<file path="src/bar_pkg.sv">
// Shared types and constants for the button auto-repeat block.
`default_nettype none

package bar_pkg;

  localparam int unsigned ButtonsW = 19;
  localparam int unsigned ElapsedW = 12;
  localparam int unsigned RegW     = 14;
  localparam int unsigned CdW      = 16;
  localparam int unsigned CfgIdxW  = 2;

  typedef enum logic [CfgIdxW-1:0] {
    CfgInitialDelay = 2'd0,
    CfgRepeatPeriod = 2'd1
  } cfg_reg_e;

  localparam logic [RegW-1:0] DelayReset  = 14'd400;
  localparam logic [RegW-1:0] PeriodReset = 14'd50;

  localparam logic signed [CdW-1:0] CdMin = 16'sh8000;
  localparam logic signed [CdW-1:0] CdMax = 16'sd16383;

  typedef logic signed [CdW-1:0] countdown_t;

endpackage

`default_nettype wire

</file>
<file path="src/button_auto_repeat_core.sv">
// Button auto-repeat core: press edges plus typematic repeat events per poll.
//
// Input channel: one item per poll, the debounced button mask and the
// milliseconds since the previous poll; accepted when in_valid_i is high and
// in_stall_o is low. Output channel: one item per input item, the mask of
// new presses ORed with repeat events; taken when out_valid_o is high and
// out_stall_i is low.
// Each accepted item is registered in the input register, then moves to the
// result register. Throughput: one item per cycle unless the output stalls;
// each button lane is one saturating subtract, one compare and one add
// between the input and result registers. The input register keeps taking
// items while a result waits, as long as the item ahead of it can move into
// the result register. Reset clears both valid flags and the previous mask,
// loads every countdown with 400, the initial delay with 400 and the repeat
// period with 50. Configuration writes are registered; a written 0 is kept as 1.
// When the receiver stalls, the result holds, one more item is buffered in
// the input register, then in_stall_o rises.
`default_nettype none

module button_auto_repeat_core #(
  parameter int unsigned BUTTON_COUNT = 19
) (
  input  wire                              clk_i,
  input  wire                              rst_ni,
  input  wire                              cfg_we_i,
  input  wire  [bar_pkg::CfgIdxW-1:0]      cfg_index_i,
  input  wire  [bar_pkg::RegW-1:0]         cfg_data_i,
  input  wire                              in_valid_i,
  output logic                             in_stall_o,
  input  wire  [bar_pkg::ButtonsW-1:0]     buttons_now_i,
  input  wire  [bar_pkg::ElapsedW-1:0]     elapsed_ms_i,
  output logic                             out_valid_o,
  input  wire                              out_stall_i,
  output logic [bar_pkg::ButtonsW-1:0]     press_events_o
);
  import bar_pkg::*;

  localparam int unsigned NumLanes = (BUTTON_COUNT < ButtonsW) ? BUTTON_COUNT : ButtonsW;
  localparam logic [ButtonsW-1:0] LaneMask = ButtonsW'((33'd1 << NumLanes) - 33'd1);

  logic [RegW-1:0]     delay_q, period_q;
  logic                in_valid_q;
  logic [ButtonsW-1:0] in_buttons_q;
  logic [ElapsedW-1:0] in_elapsed_q;
  logic                out_valid_q;
  logic [ButtonsW-1:0] press_q, press_d;
  logic [ButtonsW-1:0] prev_q, now_masked;
  countdown_t          cd_q [NumLanes];
  countdown_t          cd_d [NumLanes];
  countdown_t          lane_c [NumLanes];
  logic signed [CdW:0] lane_dec [NumLanes];
  logic [ButtonsW-1:0] repeats;
  logic                out_ready, move, in_take;
  logic [RegW-1:0]     cfg_val;
  logic                cd_bad;

  assign out_ready  = !out_valid_q || !out_stall_i;
  assign move       = in_valid_q && out_ready;
  assign in_stall_o = in_valid_q && !out_ready;
  assign in_take    = in_valid_i && !in_stall_o;
  assign cfg_val    = (cfg_data_i == '0) ? RegW'(1) : cfg_data_i;

  always_ff @(posedge clk_i or negedge rst_ni) begin
    if (!rst_ni) begin
      delay_q  <= DelayReset;
      period_q <= PeriodReset;
    end else if (cfg_we_i) begin
      case (cfg_index_i)
        CfgInitialDelay: delay_q  <= cfg_val;
        CfgRepeatPeriod: period_q <= cfg_val;
        default: ;
      endcase
    end
  end

  always_ff @(posedge clk_i or negedge rst_ni) begin
    if (!rst_ni) begin
      in_valid_q <= 1'b0;
    end else if (in_take) begin
      in_valid_q <= 1'b1;
    end else if (move) begin
      in_valid_q <= 1'b0;
    end
  end

  always_ff @(posedge clk_i) begin
    if (in_take) begin
      in_buttons_q <= buttons_now_i;
      in_elapsed_q <= elapsed_ms_i;
    end
  end

  assign now_masked = in_buttons_q & LaneMask;

  always_comb begin
    repeats = '0;
    for (int i = 0; i < NumLanes; i++) begin
      lane_dec[i] = {cd_q[i][CdW-1], cd_q[i]}
                  - $signed({{(CdW + 1 - ElapsedW){1'b0}}, in_elapsed_q});
      if (now_masked[i]) begin
        lane_c[i] = (lane_dec[i] < $signed({CdMin[CdW-1], CdMin})) ? CdMin
                                                                   : lane_dec[i][CdW-1:0];
      end else begin
        lane_c[i] = $signed({{(CdW - RegW){1'b0}}, delay_q});
      end
      if (lane_c[i] <= $signed(CdW'(0))) begin
        cd_d[i]    = lane_c[i] + $signed({{(CdW - RegW){1'b0}}, period_q});
        repeats[i] = 1'b1;
      end else begin
        cd_d[i] = lane_c[i];
      end
    end
  end

  assign press_d = ((now_masked & ~prev_q) | repeats) & LaneMask;

  always_ff @(posedge clk_i or negedge rst_ni) begin
    if (!rst_ni) begin
      prev_q      <= '0;
      out_valid_q <= 1'b0;
      for (int i = 0; i < NumLanes; i++) begin
        cd_q[i] <= $signed({{(CdW - RegW){1'b0}}, DelayReset});
      end
    end else begin
      if (move) begin
        prev_q      <= now_masked;
        out_valid_q <= 1'b1;
        for (int i = 0; i < NumLanes; i++) begin
          cd_q[i] <= cd_d[i];
        end
      end else if (!out_stall_i) begin
        out_valid_q <= 1'b0;
      end
    end
  end

  always_ff @(posedge clk_i) begin
    if (move) begin
      press_q <= press_d;
    end
  end

  assign out_valid_o    = out_valid_q;
  assign press_events_o = press_q;

  always_comb begin
    cd_bad = 1'b0;
    for (int i = 0; i < NumLanes; i++) begin
      if (cd_q[i] > CdMax || cd_q[i] == CdMin) begin
        cd_bad = 1'b1;
      end
    end
  end

  // countdowns stay between one above the floor and the largest register value
  a_cd_range: assert property (@(posedge clk_i) disable iff (!rst_ni) !cd_bad)
    else $error("countdown out of range");

  a_regs_nonzero: assert property (@(posedge clk_i) disable iff (!rst_ni)
    delay_q != '0 && period_q != '0)
    else $error("timing register holds zero");

  // an event is only ever raised for a button held in the same poll
  a_events_held: assert property (@(posedge clk_i) disable iff (!rst_ni)
    out_valid_q |-> (press_q & ~prev_q) == '0)
    else $error("event for a released button");

  a_stall_needs_item: assert property (@(posedge clk_i) disable iff (!rst_ni)
    in_stall_o |-> in_valid_q && out_valid_q)
    else $error("input stalled with no item held");

  a_item_moves: assert property (@(posedge clk_i) disable iff (!rst_ni)
    in_valid_q && !out_valid_q |=> out_valid_q)
    else $error("buffered item did not reach result register");

endmodule

`default_nettype wire
</file>
<file path="config.mk">
export PLATFORM = sky130hd
export DESIGN_NAME = button_auto_repeat_core
export DESIGN_NICKNAME = d
export VERILOG_FILES = /design/src/bar_pkg.sv /design/src/button_auto_repeat_core.sv
export SDC_FILE = /design/constraint.sdc
export NUM_CORES = 2
export LEC_CHECK = 0
export BUFFER_PORTS_ARGS = -buffer_cell sky130_fd_sc_hd__buf_4
export CAP_MARGIN = 20
export CORE_UTILIZATION = 50
export CTS_BUF_LIST = sky130_fd_sc_hd__clkbuf_8
export CTS_CLUSTER_DIAMETER = 80
export CTS_CLUSTER_SIZE = 10
export DETAILED_ROUTE_END_ITERATION = 7
export PLACE_DENSITY = 0.66
export SYNTH_ARGS = -nofsm -noshare
export SYNTH_HDL_FRONTEND = slang
export SYNTH_SLANG_ARGS = --single-unit
</file>
<file path="constraint.sdc">
create_clock -name clk_i -period 6.1 [get_ports clk_i]
set_input_delay 1.22 -clock clk_i [delete_from_list [all_inputs] [get_ports clk_i]]
set_output_delay 1.22 -clock clk_i [all_outputs]
set_load 0.1 [all_outputs]
</file>
After elaboration in Yosys (flattened, before gate mapping). Cells that the tools add are included.

Add/subtract/negate cells: 38. Multipliers: 0. Shift operators: 0. Magnitude comparators: 38. Reductions and logical operators: 13. Muxes and demuxes: 81. Bitwise operators: 3. Divide/modulo/power cells: 0. Eq/ne operators: 2.

Operators by type and width (number): two-way mux 16 bit (57); less-than comparator 17 x 16 -> 1 bit (second input constant) (19); subtractor 16 x 13 -> 17 bit (19); adder 16 x 15 -> 16 bit (19); less-or-equal comparator 16 x 1 -> 1 bit (second input constant) (19); two-way mux 1 bit (23); AND 19 bit (1); inverter 19 bit (1); OR 19 bit (1); zero test 14 bit (1); two-way mux 14 bit (1); zero test 1 bit (4); AND reduction 2 bit (2); logical AND 1 bit (3); == test 2 x 1 -> 1 bit (second input constant) (1); zero test 2 bit (1); inequality test 2 x 1 -> 1 bit (second input constant) (1); nonzero test 2 bit (1); logical OR 1 bit (1).

Bits in writable memories: 0. Register bits after elaboration: 403. Memory bits (read-only): 0. Input port bits: 52. Memories kept: 0. Output and inout port bits: 21. Latch bits: 0. Logic and storage cells: 202.

Depth between registers and ports, before layout.
Depth in word-level cells: 7. Gate-level depth with buffers: 25. Depth with buffers taken out: 24.

Least setup slack after synthesis. Ideal clock, no wire load.

Path kind: flip-flop to flip-flop. Start point: register in_elapsed_q[1]. End point: register cd_q[62] in the netlist's numbering. Period minus slack after synthesis: 6.373 ns. Stages on the path, launching flop included: 22. Buffers on the path: 0. Arrival time: 6.287 ns. Required time: 6.013 ns. Slack: -0.273 ns. Setup time: 0.087 ns. Path through: edfxtp_1 -> inv_1 -> ha_1 -> nor2b_1 -> o31ai_1 -> a21oi_1 -> o22a_1 -> a211o_1 -> mux2i_1 -> nor3b_1 -> a211oi_1 -> ha_1 -> a21o_1 -> a21oi_1 -> o21ai_0 -> a31oi_1 -> nor2b_1 -> o21a_1 -> o41a_1 -> a31o_2 -> a2111o_1 -> o211ai_1.

Longest elaborated chain between the ends: 6. Elaborated cells between the ends (all ways): 7. Those cells by class: add/sub (2); order compare (2); mux (3).

Ends and longest elaborated chain: from (decl) (line button_auto_repeat_core.sv:44) `logic [ElapsedW-1:0] in_elapsed_q;`; from (signal assigned) (line button_auto_repeat_core.sv:89) `in_elapsed_q <= elapsed_ms_i;`; subtractor 16 x 13 -> 17 bit * (line button_auto_repeat_core.sv:99) `- $signed({{(CdW + 1 - ElapsedW){1'b0}}, in_elapsed_q});`; less-than comparator 17 x 16 -> 1 bit (line button_auto_repeat_core.sv:101) `lane_c[i] = (lane_dec[i] < $signed({CdMin[CdW-1], CdMin})) ? CdMin`; two-way mux 16 bit * (line button_auto_repeat_core.sv:101); two-way mux 16 bit * (line button_auto_repeat_core.sv:100) `if (now_masked[i]) begin`; adder 16 x 15 -> 16 bit or less-or-equal comparator 16 x 1 -> 1 bit (tied branches) (line button_auto_repeat_core.sv:107, button_auto_repeat_core.sv:106); two-way mux 16 bit * (line button_auto_repeat_core.sv:106) `if (lane_c[i] <= $signed(CdW'(0))) begin`; to (signal, indexed assignment) (line button_auto_repeat_core.sv:122) `cd_q[i] <= $signed({{(CdW - RegW){1'b0}}, DelayReset});`; to (signal, indexed assignment) (line button_auto_repeat_core.sv:129) `cd_q[i] <= cd_d[i];`; to (decl) (line button_auto_repeat_core.sv:48) `countdown_t cd_q [NumLanes];`.

Mark *: on every way between the ends. The rest lies on a longest branch, timed or not. A chain may end at the register's enable or synchronous reset.

Worst setup path in the final report.
Start point: register in_elapsed_q[1]. End point: register cd_q[142] in the netlist's numbering.

The elaborated chain is that of the path after synthesis.

==> impl_results.rst <==
.. list-table::
   :header-rows: 1

   * - Metric
     - Value
   * - Biggest cell delay along the critical path
     - ~0.52 ns
   * - Clk_lat worst skew
     - around 0.77 ns
   * - Min cycle time layout
     - between 5 and 6 ns
   * - Routed len/inst
     - about 23 um
   * - Internal power summed over all cells
     - approximately 0.014 W
   * - Clock tree from TritonCTS
     - built
   * - Area of the core
     - between 90000 and 100000 sq um
   * - Top-level port count
     - between 70 and 80
   * - Clk pwr share
     - between 7 and 8%
   * - Crit end category
     - flip-flop
   * - Number of antenna violations at the first check in global routing
     - 6
   * - Cell family with the largest share of critical-path delay
     - compound AO/OA/AOI/OAI gates
   * - Final Total Pwr
     - ~0.029 W
   * - CP startpoint kind
     - flip-flop
   * - Stages on worst setup path
     - 23
   * - Highest Clock Rate
     - ~0.17 GHz
   * - Endpoint of the worst setup timing path
     - cd_q[142]$_DFFE_PN0P_
   * - Final sum of negative setup slack
     - 0 ns
   * - Worst-Margin Slew
     - roughly 1.2 ns
   * - Total Routed Length
     - ~160 mm
   * - Number of different library cells in the post-synthesis netlist
     - 100
   * - Slowest cell on the critical path
     - or3b_2
   * - Std cell rows
     - 110
   * - Average cell area after synthesis
     - 8.083 sq um
   * - Most frequent cell on the critical path
     - a21o_1
   * - Top post-synthesis cells by area
     - dfrtp_1 (16%), ha_1 (14%), o21ai_0 (5.5%)
   * - Initial core utilization
     - approximately half
   * - Final core utilization
     - between 50% and 60%
   * - Post-detailed-placement cell area
     - approximately 48000 sq um
   * - Post-detailed-route DRC marker count
     - 0
   * - Number of buffers added by the clock tree synthesis step
     - 50
   * - P_leak
     - ~22 nW
   * - Share of flip-flops with an asynchronous set or reset after synthesis
     - between 80% and 90%
   * - Vias in the first global route
     - between 40000 and 50000
   * - Synthesized net count
     - between 6000 and 7000
   * - Cell area after technology mapping
     - about 45000 sq um
   * - Final net count
     - 6253
   * - CTS sink cnt
     - 403
   * - Type of the worst setup path
     - reg2reg
   * - Maximum clock path buffer count
     - 3
   * - Number of synthesis warnings
     - 0
   * - Power density relative to cell area
     - roughly 600 nW/um^2
   * - Hold-fix buffers at CTS
     - 0
   * - Peak fanout along the critical path
     - 6
   * - Comb power frac
     - roughly three quarters
   * - Syn Inst Count
     - 5615
   * - Fraction of final layout cells with drive strength greater than 1
     - approximately 8.5%
   * - Routed via count
     - about 44000
   * - Drt via density
     - approximately 6.5
   * - Worst flop-to-flop path startpoint
     - in_elapsed_q[1]$_DFFE_PP_
   * - CP bufs+invs
     - 2
   * - Die span in y
     - 303.3 um
   * - Crit Reg-Reg Endpoint
     - cd_q[142]$_DFFE_PN0P_
   * - Signed area change from the synthesized netlist to the final layout
     - 7.920%
   * - Initial detailed-routing violation count
     - about 4600
   * - Switching power total
     - around 0.015 W
   * - Number of nets still failing antenna checks after routing
     - 0
   * - Final-report hold violation count
     - 0
   * - Top-area cell type share of the netlist area
     - between 10% and 20%
   * - Cell type with the highest aggregate area in the netlist
     - dfrtp_1
   * - Global-route congestion overflow total
     - 0
   * - Critical Path RT
     - between 6 and 7 ns
   * - Number of max-slew violations in the final report
     - 0
   * - Post-synth top flop
     - dfrtp_1
   * - Flop pwr share
     - between 10% and 20%
   * - Total track usage
     - 34.38%
   * - Status
     - completed
   * - Arr. time, crit path
     - approximately 6.5 ns
   * - Reg-to-reg setup timing slack
     - around 0.3 ns
   * - Setup violations, final
     - 0
   * - Synthesized flop and latch total
     - approximately 400
   * - Sequential element share of the synthesized area
     - a little under a quarter
   * - Sw frac
     - about 50%
   * - Max-Slew Margin vs Limit
     - 19.02%
   * - Worst min-delay path class
     - in2async
   * - Pin count of the biggest net entering global routing
     - 177
   * - Most instantiated library cell after synthesis
     - ha_1
   * - Ratio of final minimum period to clock period
     - between 90% and 100%
   * - Post-route cell area
     - approximately 49000 sq um
   * - Crit path launch
     - in_elapsed_q[1]$_DFFE_PP_
   * - Number of enable-type register cells in the synthesized netlist
     - 50
   * - Depth of the most critical reg-to-reg path
     - 23
   * - Worst hold slack
     - 0.4571 ns
   * - Count of port buffers added during placement
     - 72
   * - Global-route wire length before repair
     - about 240 mm
   * - Routability Congestion
     - ~0.96
   * - Pre-Repair DR Iteration Count
     - 6
   * - Floorplan die width
     - approximately 300 um
   * - Clock H-tree levels
     - 2
   * - Ordered list of cells on the worst path
     - clkinvlp_4 > buf_4 > fa_2 > a21o_1 > a21o_1 > a21oi_1 > o21ai_0 > or3b_2 > mux2_2 > nand2_1 > o22ai_1 > ha_1 > fa_1 > a21oi_1 > o21bai_1 > a2111oi_0 > nor2_1 > a211o_1 > a21o_1 > a21oi_1 > o21ai_0 > a21o_1 > a31oi_1
   * - Peak supply drop
     - slightly above 300 uV
   * - Die Footprint
     - 91980 sq um
   * - Total of max-cap violations
     - 0
   * - Buffer type at the clock tree root
     - clkbuf_8
   * - Final HPWL from detailed placement
     - ~110 mm
   * - Clk slew on worst S/H paths
     - 0.09 ns
   * - Final setup skew
     - 0.05079 ns
   * - Most used standard cells in the synthesized netlist
     - ha_1 (513), nand2_1 (510), o21ai_0 (499)
[cells in the final DEF (no fill, tap or decap), types with 166 or more instances in the layout]
master   netlist  layout
a21oi_1      362     361
inv_1        217     227
nor2_1       444     444
dfrtp_1      290     279
buf_4          2     187
xnor2_1      227     227
mux2i_1      166     166
nand2_1      510     509
o21ai_0      499     496
a21o_1       168     168
o22ai_1      196     196
ha_1         513     513
[how the worst min path moves through the flow]
stage                            from                endpoint  slack [ns]  depth (start not counted)
2_1_floorplan  prev_q[12]$_DFFE_PN0P_  prev_q[12]$_DFFE_PN0P_        0.44                          2
3_3_place_gp   prev_q[16]$_DFFE_PN0P_  prev_q[16]$_DFFE_PN0P_        0.46                          2
3_5_place_dp    prev_q[8]$_DFFE_PN0P_   prev_q[8]$_DFFE_PN0P_        0.47                          2
4_1_cts                        rst_ni   cd_q[265]$_DFFE_PN0P_        0.45                          1
5_1_grt         cd_q[184]$_DFFE_PN1P_   cd_q[184]$_DFFE_PN1P_        0.50                          2
6_report                       rst_ni   cd_q[265]$_DFFE_PN0P_        0.46                          1
[flip-flops by register name, indices dropped and copies added (netlist names)]
register,count
prev_q,19
period_q,14
cd_q,304
in_elapsed_q,12
in_valid_q,1
delay_q,14
press_events_o,19
in_buttons_q,19
out_valid_o,1
[cell families after synthesis]
group           Yosys count  share of synthesized area (%)
compound gates         1977                          28.51
simple gates           1674                          17.52
flops                   403                          22.94
xor+xnor                377                          7.275
buf+inv                 447                          3.779
fa+ha+maj               551                          15.82
mux                     186                          4.157
[repair_timing]
action	4_1_cts	5_1_grt
buffers inserted	0	2
endpoints found under the hold margin	0	0
endpoints found under the setup margin	0	34
gates resized for setup	0	30
[power groups by stage]
stage | clock (W) | sequential, W | combinational [W]
floorplan | 0 | 0.00480 | 0.0168
global placement | 0 | 0.00507 | 0.0210
detailed placement | 0 | 0.00510 | 0.0213
CTS | 0.00239 | 0.00505 | 0.0214
global route | 0.00247 | 0.00520 | 0.0243
finish | 0.00233 | 0.00508 | 0.0219
[per-stage QoR]
step,setup slack (ns),cells
4_1_cts,0.1324,6861
3_3_place_gp,0.2936,6767
3_5_place_dp,0.1996,6767
6_report,0.2947,6872
2_1_floorplan,-0.01284,5615
5_1_grt,-0.002095,6870
[area by class of cell]
class | instances | area, sq um
Fill cell | 8710 | 41030
Inverter | 224 | 860.8
Sequential cell | 403 | 10430
Timing Repair Buffer | 206 | 1738
Antenna cell | 4 | 10.01
Clock inverter | 40 | 326.6
Tap cell | 1176 | 1471
Multi-Input combinational cell | 4765 | 33400
Clock buffer | 54 | 743.2
[metal layers]
metal	share of wire [%]	track usage, %	vias to the layer above
met4	5.7	17.24	0
met2	43	54.17	1767
met3	8.9	5.155	398
met1	42	45.83	21099
met5	0	0	-
li1	-	-	21125
No activity file was read; power rests on OpenSTA's default activity.
